`config.mk`:
```
export PLATFORM = sky130hd
export DESIGN_NAME = fir_filter_27_tap
export DESIGN_NICKNAME = d
export VERILOG_FILES = /design/src/hw/rtl/fir27_pkg.sv /design/src/hw/rtl/fir27_ram.sv /design/src/hw/rtl/fir_filter_27_tap.sv
export SDC_FILE = /design/constraint.sdc
export NUM_CORES = 1
export LEC_CHECK = 0
export BUFFER_PORTS_ARGS = -buffer_cell sky130_fd_sc_hd__buf_4
export CAP_MARGIN = 20
export CORE_MARGIN = 4
export CORE_UTILIZATION = 60
export CTS_BUF_LIST = sky130_fd_sc_hd__clkbuf_4
export CTS_CLUSTER_DIAMETER = 100
export DETAILED_ROUTE_END_ITERATION = 8
export GPL_TIMING_DRIVEN = 0
export PLACE_DENSITY = 0.76
export SLEW_MARGIN = 25
export SYNTH_ARGS = -nofsm -noshare
export SYNTH_HDL_FRONTEND = slang
export SYNTH_SLANG_ARGS = --single-unit
```
`constraint.sdc`:
```
create_clock -name aclk -period 10.6 [get_ports aclk]
set_input_delay 0.53 -clock aclk [delete_from_list [all_inputs] [get_ports aclk]]
set_output_delay 0.53 -clock aclk [all_outputs]
set_load 0.02 [all_outputs]
```
`src/hw/rtl/fir27_pkg.sv`:
```
// Shared constants and coefficient quantizer for the 27-tap FIR filter.
`default_nettype none

package fir27_pkg;

    localparam int TAPS_DEF           = 27;
    localparam int SAMPLE_BITS_DEF    = 16;
    localparam int COEF_FRAC_BITS_DEF = 15;

    localparam int OUT_BITS = 17;
    localparam int OUT_MAX  = 2 ** (OUT_BITS - 1) - 1;
    localparam int OUT_MIN  = -(2 ** (OUT_BITS - 1));

    localparam int    COEF_COUNT = 27;
    localparam int    COEF_HALF  = 14;
    localparam longint NanoScale = 64'sd1000000000;
    localparam longint NanoHalf  = 64'sd500000000;

    // left half of the symmetric set, units of 1e-9
    localparam longint COEF_NANO [COEF_HALF] = '{
        -64'sd1817133,   -64'sd10309430,  -64'sd14860920, -64'sd6554923,
        64'sd5310618,    64'sd0,          -64'sd19610280, -64'sd12773020,
        64'sd52648020,   64'sd137093600,  64'sd142650100, 64'sd17073880,
        -64'sd163988400, 64'sd750000000
    };

    // round-half-away quantization of tap idx to frac fraction bits
    function automatic longint coef_q(input int idx, input int frac);
        int     k;
        longint nano;
        longint mag;
        longint q;
        if (idx >= COEF_COUNT) begin
            return 64'sd0;
        end
        k    = (idx < COEF_HALF) ? idx : (COEF_COUNT - 1 - idx);
        nano = COEF_NANO[k];
        mag  = (nano < 0) ? -nano : nano;
        q    = ((mag <<< frac) + NanoHalf) / NanoScale;
        return (nano < 0) ? -q : q;
    endfunction

endpackage

`default_nettype wire

```
`src/hw/rtl/fir27_ram.sv`:
```
// Generic simple dual-port RAM with registered read.
`default_nettype none

module fir27_ram #(
    parameter int WIDTH = 16,
    parameter int DEPTH = 27
) (
    input  wire logic                     aclk,
    input  wire logic                     we,
    input  wire logic [$clog2(DEPTH)-1:0] waddr,
    input  wire logic [WIDTH-1:0]         wdata,
    input  wire logic [$clog2(DEPTH)-1:0] raddr,
    output logic      [WIDTH-1:0]         rdata
);

    logic [WIDTH-1:0] mem [DEPTH];

    always_ff @(posedge aclk) begin
        if (we) begin
            mem[waddr] <= wdata;
        end
        rdata <= mem[raddr];
    end

endmodule

`default_nettype wire

```
`src/hw/rtl/fir_filter_27_tap.sv`:
```
// Top level: direct-form FIR filter with one shared multiply-accumulate unit.
//
//  channel | ports                         | word
//  --------+-------------------------------+---------------------------
//  input   | s_valid s_ready s_sample      | one signed audio sample
//  result  | m_valid m_ready m_filtered    | one filtered sample
//
// A sample is written to the delay-line RAM when accepted; once the delay
// line holds TAPS samples each sample is then filtered by TAPS reads of the
// RAM through one multiplier and one accumulator, then pipeline and rounding.
// The result register lets the next sample enter while a result waits.
// aresetn (synchronous) clears write pointer, fill count and control; the RAM
// needs no clearing. A stalled result only holds the block in its last step.
`default_nettype none

module fir_filter_27_tap #(
    parameter int TAPS           = fir27_pkg::TAPS_DEF,
    parameter int SAMPLE_BITS    = fir27_pkg::SAMPLE_BITS_DEF,
    parameter int COEF_FRAC_BITS = fir27_pkg::COEF_FRAC_BITS_DEF
) (
    input  wire logic                                  aclk,
    input  wire logic                                  aresetn,
    input  wire logic                                  s_valid,
    output logic                                       s_ready,
    input  wire logic signed [SAMPLE_BITS-1:0]         s_sample,
    output logic                                       m_valid,
    input  wire logic                                  m_ready,
    output logic signed [fir27_pkg::OUT_BITS-1:0]      m_filtered
);

    localparam int AW     = $clog2(TAPS);
    localparam int FW     = $clog2(TAPS + 1);
    localparam int CW     = COEF_FRAC_BITS + 1;
    localparam int PW     = SAMPLE_BITS + CW;
    localparam int ACC_W  = PW + $clog2(TAPS);
    localparam int OW     = fir27_pkg::OUT_BITS;

    localparam logic [AW-1:0] LAST_IDX = AW'(TAPS - 1);
    localparam logic [FW-1:0] FULL_CNT = FW'(TAPS);
    localparam logic signed [ACC_W-1:0] SAT_HI = ACC_W'(fir27_pkg::OUT_MAX);
    localparam logic signed [ACC_W-1:0] SAT_LO = ACC_W'(fir27_pkg::OUT_MIN);

    typedef enum logic [3:0] {
        ST_IDLE  = 4'b0001,
        ST_RUN   = 4'b0010,
        ST_DRAIN = 4'b0100,
        ST_DONE  = 4'b1000
    } state_t;

    state_t state_reg, state_next;

    logic [AW-1:0]  wp_reg, wp_next;
    logic [FW-1:0]  fill_reg, fill_next;
    logic [AW-1:0]  rd_ptr_reg, rd_ptr_next;
    logic [AW-1:0]  cnt_reg, cnt_next;
    logic [AW-1:0]  rd_idx_reg;
    logic           rd_vld_reg, rd_vld_next;
    logic           mul_vld_reg;
    logic signed [PW-1:0]    prod_reg;
    logic signed [ACC_W-1:0] acc_reg, acc_next;
    logic           m_valid_reg, m_valid_next;
    logic signed [OW-1:0]    m_filtered_reg, m_filtered_next;

    logic                         accept;
    logic [SAMPLE_BITS-1:0]       ram_rdata;
    logic signed [CW-1:0]         coef_tab [TAPS];
    logic signed [ACC_W-1:0]      shifted;
    logic signed [ACC_W-1:0]      rounded;
    logic                         frac_nz;

    for (genvar g = 0; g < TAPS; g++) begin : g_coef
        localparam longint CQ = fir27_pkg::coef_q(g, COEF_FRAC_BITS);
        assign coef_tab[g] = CW'(CQ);
    end

    assign accept  = s_valid && s_ready;
    assign s_ready = (state_reg == ST_IDLE);
    assign m_valid    = m_valid_reg;
    assign m_filtered = m_filtered_reg;

    fir27_ram #(
        .WIDTH (SAMPLE_BITS),
        .DEPTH (TAPS)
    ) u_line (
        .aclk  (aclk),
        .we    (accept),
        .waddr (wp_reg),
        .wdata (s_sample),
        .raddr (rd_ptr_reg),
        .rdata (ram_rdata)
    );

    // truncate toward zero: floor, then bump negatives with a remainder
    assign frac_nz = |acc_reg[COEF_FRAC_BITS-1:0];
    assign shifted = acc_reg >>> COEF_FRAC_BITS;
    assign rounded = shifted + ACC_W'(acc_reg[ACC_W-1] && frac_nz);

    always_comb begin
        state_next      = state_reg;
        wp_next         = wp_reg;
        fill_next       = fill_reg;
        rd_ptr_next     = rd_ptr_reg;
        cnt_next        = cnt_reg;
        rd_vld_next     = 1'b0;
        acc_next        = acc_reg;
        m_valid_next    = m_valid_reg;
        m_filtered_next = m_filtered_reg;

        if (m_valid_reg && m_ready) begin
            m_valid_next = 1'b0;
        end

        if (mul_vld_reg) begin
            acc_next = acc_reg + ACC_W'(prod_reg);
        end

        unique case (state_reg)
            ST_IDLE: begin
                if (accept) begin
                    wp_next     = (wp_reg == LAST_IDX) ? '0 : wp_reg + AW'(1);
                    fill_next   = (fill_reg == FULL_CNT) ? fill_reg : fill_reg + FW'(1);
                    rd_ptr_next = wp_reg;
                    cnt_next    = '0;
                    acc_next    = '0;
                    if (fill_reg >= FW'(TAPS - 1)) begin
                        state_next = ST_RUN;
                    end
                end
            end
            ST_RUN: begin
                rd_vld_next = 1'b1;
                rd_ptr_next = (rd_ptr_reg == '0) ? LAST_IDX : rd_ptr_reg - AW'(1);
                cnt_next    = cnt_reg + AW'(1);
                if (cnt_reg == LAST_IDX) begin
                    state_next = ST_DRAIN;
                end
            end
            ST_DRAIN: begin
                if (mul_vld_reg && !rd_vld_reg) begin
                    state_next = ST_DONE;
                end
            end
            ST_DONE: begin
                if (!m_valid_reg || m_ready) begin
                    m_valid_next = 1'b1;
                    priority if (rounded > SAT_HI) begin
                        m_filtered_next = OW'(SAT_HI);
                    end else if (rounded < SAT_LO) begin
                        m_filtered_next = OW'(SAT_LO);
                    end else begin
                        m_filtered_next = OW'(rounded);
                    end
                    state_next = ST_IDLE;
                end
            end
            default: begin
                state_next = ST_IDLE;
            end
        endcase
    end

    always_ff @(posedge aclk) begin
        if (!aresetn) begin
            state_reg   <= ST_IDLE;
            wp_reg      <= '0;
            fill_reg    <= '0;
            rd_vld_reg  <= 1'b0;
            mul_vld_reg <= 1'b0;
            m_valid_reg <= 1'b0;
        end else begin
            state_reg   <= state_next;
            wp_reg      <= wp_next;
            fill_reg    <= fill_next;
            rd_vld_reg  <= rd_vld_next;
            mul_vld_reg <= rd_vld_reg;
            m_valid_reg <= m_valid_next;
        end
    end

    always_ff @(posedge aclk) begin
        rd_ptr_reg     <= rd_ptr_next;
        cnt_reg        <= cnt_next;
        rd_idx_reg     <= cnt_reg;
        prod_reg       <= $signed(ram_rdata) * coef_tab[rd_idx_reg];
        acc_reg        <= acc_next;
        m_filtered_reg <= m_filtered_next;
    end

    a_mul_follows_read: assert property (@(posedge aclk) disable iff (!aresetn)
        rd_vld_reg |=> mul_vld_reg)
        else $error("product stage did not follow a RAM read");

    a_no_result_unfilled: assert property (@(posedge aclk) disable iff (!aresetn)
        (accept && fill_reg < FW'(TAPS - 1)) |=> state_reg == ST_IDLE)
        else $error("filter started before the delay line was full");

    a_result_only_filled: assert property (@(posedge aclk) disable iff (!aresetn)
        $rose(m_valid_reg) |-> fill_reg == FULL_CNT)
        else $error("result given with an unfilled delay line");

    a_drain_no_issue: assert property (@(posedge aclk) disable iff (!aresetn)
        (state_reg == ST_DRAIN || state_reg == ST_DONE) |=> !rd_vld_reg)
        else $error("RAM read issued after the last tap");

endmodule

`default_nettype wire

```
# Word-level counts from Yosys, hierarchy flattened
# Memory sizes are Yosys's and may differ from the RTL's. A register that Yosys moved wholly into a read port is not among the register bits.
# Index checks and enable logic that the tools add are counted.
[op_classes] add_sub_neg=6 mul=1 order_cmp=4 eq_ne=12 muxes=24 bitwise=2 reduce_logical=15
[ops] operator="$mux 37" n=3
[ops] operator="$add 37x32->37" n=1
[ops] operator="$mul 16x16->32" n=1
[ops] operator="$mux 16" n=2
[ops] operator="$add 22x2->23" n=1
[ops] operator="$gt 23x17->1 const B" n=1
[ops] operator="$lt 23x17->1 const B" n=1
[ops] operator="$mux 4" n=5
[ops] operator="$mux 5" n=4
[ops] operator="$pmux 5 s2" n=2
[ops] operator="$mux 17" n=1
[ops] operator="$pmux 4 s4" n=1
[ops] operator="$add 5x1->5 const B" n=3
[ops] operator="$eq 5x5->1 const B" n=3
[ops] operator="$reduce_or 15->1" n=1
[ops] operator="$ge 6x6->1 const B" n=1
[ops] operator="$mux 1" n=6
[ops] operator="$ne 2x2->1 const B" n=3
[ops] operator="$not 5->6" n=1
[ops] operator="$reduce_and 2->1" n=3
[ops] operator="$ge 5x5->1 const B" n=1
[ops] operator="$logic_not 5->1" n=1
[ops] operator="$reduce_and 5->1" n=1
[ops] operator="$sub 5x1->5 const B" n=1
[ops] operator="other kinds (11)" n=16
[word_totals] reg_bits=118 ram_bits=432 romBits=512 inputBits=20 out_inout_bits=19 wordCells=78 n_memories=2
[mem_list] memory="(no name shown)" depth=32 word_bits=16 read_ports=1 rd_ports_with_merged_regs=0 wr=0 line="fir_filter_27_tap.sv:184" source="prod_reg <= $signed(ram_rdata) * coef_tab[rd_idx_reg];"
[mem_list] memory="u_line.mem" depth=27 word_bits=16 read_ports=1 rd_ports_with_merged_regs=1 wr=1 line="fir27_ram.sv:16" source="logic [WIDTH-1:0] mem [DEPTH];"

# Depth between registers and ports, before layout
# Gate-level depths: netlist of the first run.
[depth] depth_word=5 depth_mapped=31 depth_no_buf=28

# Hierarchy
# From an unflattened synthesis of the first run, not the netlist that was laid out.
[unflattened] cells_unflattened=2545 hier_area_um2=33586.0
[by_module_without_submodules] mod="fir27_ram" n_inst=1 cells_each=682 area_each_um2=16886.2
[by_module_without_submodules] mod="fir_filter_27_tap" n_inst=1 cells_each=1863 area_each_um2=16699.8

# Worst setup path after synthesis of the first run
# No wires, ideal clock.
[synth_timing] path_kind="reg2reg" from="reg rd_idx_reg[1]" to="reg prod_reg[30]" setup_ns=0.119 t_arrival_ns=6.772 required_ns=10.481 slack_ns=3.709 stages_incl_launch_ff=27 path_buffers=1 synth_period_minus_slack_ns=6.891 path_cell_list="dfxtp_1 inv_1 ha_1 and2_1 nor3_1 nor2_1 o21ai_0 clkbuf_1 nand2_1 fa_1 inv_1 fa_1 inv_1 fa_1 fa_1 inv_1 fa_1 inv_1 fa_1 inv_1 ha_1 and3_1 and3_1 o211a_1 o41ai_2 nand2b_1 xor2_1"
[synth_via] elab_chain_len=5
[synth_lines] item="from (decl)" line="fir_filter_27_tap.sv:56" source="logic [AW-1:0] rd_idx_reg;"
[synth_lines] item="from (signal assigned)" line="fir_filter_27_tap.sv:183" source="rd_idx_reg <= cnt_reg;"
[synth_lines] item="$not 5->6 (not written as such)" line="fir_filter_27_tap.sv:184"
[synth_lines] item="$mem_v2 32x16"
[synth_lines] item="$mux 16 (not written as such) (2 in a row)" line="fir_filter_27_tap.sv:184"
[synth_lines] item="$mul 16x16->32" line="fir_filter_27_tap.sv:184"
[synth_lines] item="to (signal assigned)" line="fir_filter_27_tap.sv:184"
[synth_lines] item="to (decl)" line="fir_filter_27_tap.sv:59" source="logic signed [PW-1:0] prod_reg;"
# Every way passes these cells. The select of a mux whose other input is x is not followed.
# A chain may end at the register's enable or synchronous reset.

# Worst setup path after layout of the first run
[layout_timing] from="reg rd_idx_reg[1]" to="reg prod_reg[31]"
# Same word-level chain as after synthesis.

==> out/qor.yml, run 1 <==
status:
  status: "finished clean"
cts:
  cts_resized: 0
  cts.root.buffer_cell: "clkbuf_4"
  hold_buffers: 20
  clkLatencyLatePin_ns: 0.94
  clk_pin_slew_ns: 0.05
  post_cts_buffers: 0
  cts_tree: "done"
  cts_sinks: 566
  h-tree-depth: 4
  cts_inserted_buffers: 143
  clockBufferDepth: 3
drt:
  drt_iter0_drc: 1754
  routedWlPerCell_um: 22.8
  drc: 0
  vias_per_cell: 5.98
  vias: 22200
  antenna_left: 0
  routed_wl_um: 84300
  drt_pre_antenna_iters: 5
placement:
  gp_congestion: 0.967
  hpwlAfterDp_um: 60500
  dp_slack_ns: 2.06
  portBuffers: 38
worst_setup_path:
  cp_slowest_cell: "o21ai_0"
  reg2reg_slack_ns: 1.89
  cp-end-kind: "flip-flop"
  r2r_cells: 28
  timing.critical_path.fanout_max: 10
  cp.required_ns: 11.34
  r2r_start: "rd_idx_reg[1]$_DFF_P_"
  cp-start-kind: "flip-flop"
  cp.arrival_ns: 9.45
  path_common_cell: "fa_1"
  slowest_delay_ns: 0.69
  r2r_end: "prod_reg[31]$_DFF_P_"
  path_class: "flip-flop to flip-flop"
worst_hold_path:
  hold_end: "rd_idx_reg[4]$_DFF_P_"
  hold_class: "flip-flop to flip-flop"
  hp-start: "cnt_reg[4]$_SDFFCE_PN0P_"
  min_path_cells: 0
timing:
  grt_setup_unrepaired: "no"
  worst_pin_slew_ns: 1.17
  setup_violations: 0
  fin_crit_sh_pct: 82.2
  fmax_mhz: 115
  fin_ws_ns: 1.89
  slew_headroom_pct: 21.9
  period_needed_ns: 8.71
  slew_viol_final: 0
  fin_skew_ns: 0.0665
  fin_tns_setup_ns: 0
  hold_viol: 0
logic_synthesis:
  synthArstFlopShare_pct: 0
  ys_ff_latch: 566
  yosysSeqAreaShare_pct: 47.2
  synth_ff_type: "edfxtp_1"
  ys_warn_count: 0
  synth_cell_types: 81
  syn_avg_cell_area_um2: 12.9
  syn-cell-area_mm2: 0.0337
  synth_edf_count: 459
  syn-num-nets: 3040
  synth_cells: 2625
floorplanning:
  die-area_mm2: 0.0601
  start_util_pct: 60.9
  die_h_um: 245
  die_x_um: 245
  coreArea_mm2: 0.0554
  num_rows: 86
  num_io_pins: 39
flow_run:
  cap_violations: 0
cells_and_area:
  drive_gt1_share_pct: 16.2
  area_delta_synth_final_pct: 10.7
  nNetsFinal: 3267
  layout_common_cells: "edfxtp_1 (459), inv_1 (341), fa_1 (257), clkbuf_4 (202), nand2_1 (178)"
  largest_register_ffs: 432
  final_common_cell: "edfxtp_1"
global_routing:
  grt_pass1_vias: 23700
  grt_max_degree: 28
  gr-usage-all-layers_pct: 29.1
  overflow: 0
  grt_pass1_wl_um: 133000
  antenna_found_initial: 2
[Yosys cell counts (19+ instances only)]
master,number,share of area [%]
o211ai_1,24,0.53
clkbuf_1,79,0.88
edfxtp_1,459,41
o21a_1,19,0.42
ha_1,138,5.1
mux2i_1,51,1.5
nand2b_1,19,0.35
a21o_1,27,0.60
inv_1,341,3.8
nand2_1,178,2.0
xor2_1,33,0.86
a21oi_1,75,1.1
mux4_2,112,7.5
o21ai_0,85,1.3
and2_1,128,2.4
nor2b_1,19,0.35
nand3_1,33,0.49
nor3_1,29,0.43
nor2_1,136,1.5
xnor2_1,57,1.5
dfxtp_1,107,6.3
fa_1,257,15
[kinds of logic after synthesis]
logic type	after synthesis	synth area share, %
compound gates	331	6.45
simple gates	615	9.06
flops	566	47.2
fa+ha+maj	395	20.4
mux	179	9.52
buf+inv	449	5.09
xor+xnor	90	2.34
[final cells by class]
| cell class | count | area (um2) |
|---|---|---|
| Fill cell | 3913 | 18100 |
| Buffer | 107 | 433 |
| Clock inverter | 43 | 292 |
| Inverter | 342 | 1280 |
| Sequential cell | 566 | 15900 |
| Multi-Input combinational cell | 1610 | 16200 |
| Clock buffer | 202 | 1520 |
| Antenna cell | 4 | 10.0 |
| Tap cell | 748 | 936 |
| Timing Repair Buffer | 82 | 772 |
[per-layer routing]
metal  vias up  track usage [%]  wire, um
li1       9742                -         -
met1     11200             35.8     31500
met2      1023             49.4     42600
met3       244             5.78      5980
met4         0             14.6      4220
met5         -                0         0
[stage by stage]
stage	cells	util [%]	hold WS, ns	instance area, um2
final	3704	67.4	0.442	37400
after global routing	3704	67.4	0.450	37400
after CTS	3699	67.4	0.423	37300
after detailed placement	3434	63.7	0.434	35300
after global placement	3411	63.1	0.410	35000
after floorplan	2625	-	0.390	33700
[worst max path at each step]
stage | from | end | slack [ns]
finish | rd_idx_reg[1]$_DFF_P_ | prod_reg[31]$_DFF_P_ | 1.89
global route | rd_idx_reg[1]$_DFF_P_ | prod_reg[31]$_DFF_P_ | 1.26
CTS | rd_idx_reg[1]$_DFF_P_ | prod_reg[31]$_DFF_P_ | 1.95
floorplan | rd_idx_reg[1]$_DFF_P_ | prod_reg[30]$_DFF_P_ | 3.71
global placement | rd_idx_reg[1]$_DFF_P_ | prod_reg[31]$_DFF_P_ | 1.86
detailed placement | rd_idx_reg[1]$_DFF_P_ | prod_reg[31]$_DFF_P_ | 2.06
[critical path: cells and delay by family, from the launching register on]
family          cells  cell delay (ns)
flops               1             0.43
simple gates        2             0.36
buf+inv             7             1.41
fa+ha+maj           8             3.44
compound gates     11             2.87
Power of run 1 is not shown: default switching activity piles up to over one toggle a cycle in this logic, so the estimate is an artifact.
==> inputs of run 2 (changes only) <==
--- a/config.mk
+++ b/config.mk
@@ -5,6 +5,7 @@
 export SDC_FILE = /design/constraint.sdc
 export NUM_CORES = 1
 export LEC_CHECK = 0
+export ABC_AREA = 1
 export BUFFER_PORTS_ARGS = -buffer_cell sky130_fd_sc_hd__buf_4
 export CAP_MARGIN = 20
 export CORE_MARGIN = 4
@@ -13,7 +14,7 @@
 export CTS_CLUSTER_DIAMETER = 100
 export DETAILED_ROUTE_END_ITERATION = 8
 export GPL_TIMING_DRIVEN = 0
-export PLACE_DENSITY = 0.76
+export PLACE_DENSITY = 0.79
 export SLEW_MARGIN = 25
 export SYNTH_ARGS = -nofsm -noshare
 export SYNTH_HDL_FRONTEND = slang
==> constraint.sdc (replaced) <==
create_clock -name aclk -period 7.69 [get_ports aclk]
set_input_delay 0.3845 -clock aclk [delete_from_list [all_inputs] [get_ports aclk]]
set_output_delay 0.3845 -clock aclk [all_outputs]
set_load 0.02 [all_outputs]
==> run 2 against run 1 <==
Clock-buffer cell count rose by 2; wire length grew 18%; final area increased by 2.9%; register-to-register slack got worse by 1.5 ns; die area grew 2.9%; fmax is 20% higher; sequential share of layout area is 1.2 points lower; flip-flop and latch count stayed put; first-iteration DRC count grew 72%; global-route usage up 3.0 points.
==> out/qor.yml, run 2 <==
cells_and_area:
  fill_cells: 4372  # was 3913
  largest_register_ffs: 432  # unchanged
  layout_common_cells: "inv_1 (543), nand2_1 (521), nor2_1 (486), edfxtp_1 (459), o21ai_0 (297)"  # was edfxtp_1 (459), inv_1 (341), fa_1 (257), clkbuf_4 (202), nand2_1 (178)
  drive_gt1_share_pct: 9.32  # was 16.2%
  nNetsFinal: 4224  # was 3267
  final_common_cell: "inv_1"  # was edfxtp_1
  area_delta_synth_final_pct: 10.6  # was 10.7%
logic_synthesis:
  synth_cell_types: 53  # was 81
  yosysMostFrequentCell: "inv_1"  # was edfxtp_1
  ys_ff_latch: 566  # unchanged
  yosysTopAreaCell: "edfxtp_1"  # unchanged
  syn_avg_cell_area_um2: 9.70  # was 12.9 um2
  ys_warn_count: 0  # unchanged
  synthArstFlopShare_pct: 0  # unchanged
  synth_edf_count: 459  # unchanged
  synth_cells: 3583  # was 2625
  syn-cell-area_mm2: 0.0348  # was 0.0337 mm2
  yosys-top-cells-count: "inv_1 (543), nand2_1 (521), nor2_1 (512), edfxtp_1 (459), o21ai_0 (297)"  # was edfxtp_1 (459), inv_1 (341), fa_1 (257), nand2_1 (178), ha_1 (138)
  synth_ff_type: "edfxtp_1"  # unchanged
  yosysSeqAreaShare_pct: 45.8  # was 47.2%
  ys_top_cells_by_area: "edfxtp_1 (40%), fa_1 (15%), dfxtp_1 (6.2%), inv_1 (5.9%), nand2_1 (5.6%)"  # was edfxtp_1 (41%), fa_1 (15%), mux4_2 (7.5%), dfxtp_1 (6.3%), ha_1 (5.1%)
  synth_top_area_share_pct: 39.6  # was 40.8%
  syn-num-nets: 3998  # was 3040
cts:
  clockBufferDepth: 3  # unchanged
  cts_inserted_buffers: 142  # was 143
  cts_sinks: 566  # unchanged
  cts.root.buffer_cell: "clkbuf_4"  # unchanged
  post_cts_buffers: 0  # unchanged
  cts_tree: "done"  # unchanged
  h-tree-depth: 4  # unchanged
  clk_pin_slew_ns: 0.06  # was 0.05 ns
  clkLatencyLatePin_ns: 1.01  # was 0.94 ns
worst_setup_path:
  cp-end-kind: "flip-flop"  # unchanged
  path_class: "flip-flop to flip-flop"  # unchanged
  slowest_delay_ns: 0.53  # was 0.69 ns
  timing.critical_path.fanout_max: 10  # unchanged
  path_common_cell: "inv_1"  # was fa_1
  reg2reg_slack_ns: 0.44  # was 1.89 ns
  cp.arrival_ns: 8.05  # was 9.45 ns
  cp_slowest_cell: "clkbuf_1"  # was o21ai_0
  cp.required_ns: 8.49  # was 11.34 ns
  cp-start-kind: "flip-flop"  # unchanged
timing:
  hold_viol: 0  # unchanged
  slew_viol_final: 0  # unchanged
  fin_tns_setup_ns: 0  # unchanged
  fin_skew_ns: 0.110  # was 0.0665 ns
  grt_setup_unrepaired: "no"  # unchanged
  period_needed_ns: 7.25  # was 8.71 ns
  slew_headroom_pct: 24.5  # was 21.9%
  worst_pin_slew_ns: 1.12  # was 1.17 ns
  fmax_mhz: 138  # was 115 MHz
  fin_crit_sh_pct: 94.3  # was 82.2%
  setup_violations: 0  # unchanged
global_routing:
  antenna_found_initial: 3  # was 2
  grt_max_degree: 28  # unchanged
  grt_pass1_wl_um: 154000  # was 133000 um
  gr-usage-all-layers_pct: 32.0  # was 29.1%
  grt_pass1_vias: 27600  # was 23.7k
  overflow: 0  # unchanged
floorplanning:
  coreArea_mm2: 0.0568  # was 0.0554 mm2
  die-area_mm2: 0.0619  # was 0.0601 mm2
  die_h_um: 249  # was 245 um
  die_x_um: 249  # was 245 um
  start_util_pct: 61.2  # was 60.9%
  num_rows: 87  # was 86
  num_io_pins: 39  # unchanged
drt:
  drt_iter0_drc: 3010  # was 1754
  routed_wl_um: 99700  # was 84300 um
  vias_per_cell: 5.88  # was 5.98
  vias: 27500  # was 22.2k
  antenna_left: 0  # unchanged
  drt_pre_antenna_iters: 6  # was 5
  drc: 0  # unchanged
  routedWlPerCell_um: 21.3  # was 22.8 um
placement:
  hpwlAfterDp_um: 71300  # was 60500 um
  portBuffers: 38  # unchanged
  gp_congestion: 1.06  # was 0.967
status:
  status: "finished clean"  # unchanged
flow_run:
  cap_violations: 0  # unchanged
worst_hold_path:
  hold_class: "input pin to flip-flop"  # was flip-flop to flip-flop
==> run 2: cell types whose count changed after synthesis, moves of 49 or more <==
cell / change
nor2_1: +376
o221ai_1: +93
mux4_2: -112
nand2_1: +343
and2_1: -126
inv_1: +202
o21ai_0: +212
mux2i_1: -49
nand3_1: +108
==> run 2: critical path: cells and delay by family (launching register included) <==
family / cells / cell delay [ns]
AO/OA/AOI/OAI: 5 / 0.91
adder cells (fa/ha/maj): 8 / 3.64
buffers and inverters: 9 / 1.22
flip-flops: 1 / 0.43
AND/OR/NAND/NOR: 6 / 0.89
==> run 2: final cells by class <==
type                       instances  area (um2)  share of cell area [%]
timing repair buffer              82         772                    2.01
inverter                         557        2090                    5.44
clock buffer                     204        1530                    3.98
clock inverter                    48         312                   0.810
buffer                           137         562                    1.46
antenna                            4        10.0                  0.0260
sequential                       566       15900                    41.4
tap                              756         946                    2.46
multi-input combinational       2323       16300                    42.4
==> run 2: repair_timing <==
item | 4_1_cts | 5_1_grt
setup endpoints to repair | 0 | 11
resized for setup | 0 | 9
endpoints found under the hold margin | 449 | 0
hold buffers | 20 | 0
==> run 2: routing by layer <==
layer	wire (um)	vias to the layer above	track usage [%]
met5	29	-	0
met4	6450	4	18.4
met3	10600	341	7.34
met2	46700	1667	51.9
met1	35900	13000	40.0
li1	-	12500	-
==> run 2: cell families (layout without fill, tap and decap cells) <==
family / count (synthesis) / count (layout) / share of synthesized area (%)
and+or+nand+nor: 1257 / 1257 / 14.7
adders and majority gates: 395 / 395 / 19.8
other: 0 / 4 / 0
xor gates and xnor gates: 59 / 59 / 1.49
buffers and inverters: 694 / 1028 / 7.62
muxes: 2 / 2 / 0.0576
DFF: 566 / 566 / 45.8
AOI/OAI and AO/OA: 610 / 610 / 10.5
==> run 2: through the flow <==
stage | setup WS (ns) | instances | utilization, % | area, um2 | hold WS (ns)
finish | 0.438 | 4677 | 67.7 | 38400 | 0.355
global route | 0.0151 | 4674 | 67.7 | 38400 | 0.353
CTS | 0.175 | 4673 | 67.6 | 38400 | 0.255
detailed placement | 0.236 | 4401 | 64.0 | 36400 | 0.360
global placement | 0.337 | 4377 | 63.3 | 36000 | 0.356
floorplan | 1.39 | 3583 | - | 34800 | 0.348
==> run 2: path summary, 6_finish.rpt <==
check                                         startpoint                      to  cells after the start
worst max-delay path               rd_idx_reg[1]$_DFF_P_    prod_reg[31]$_DFF_P_                     28
worst min-delay path                             aresetn  mul_vld_reg$_SDFF_PN0_                      4
worst min register to register  cnt_reg[4]$_SDFFCE_PN0P_   rd_idx_reg[4]$_DFF_P_                      0
worst max register to register     rd_idx_reg[1]$_DFF_P_    prod_reg[31]$_DFF_P_                     28
Power of run 2 is left out for the same reason.
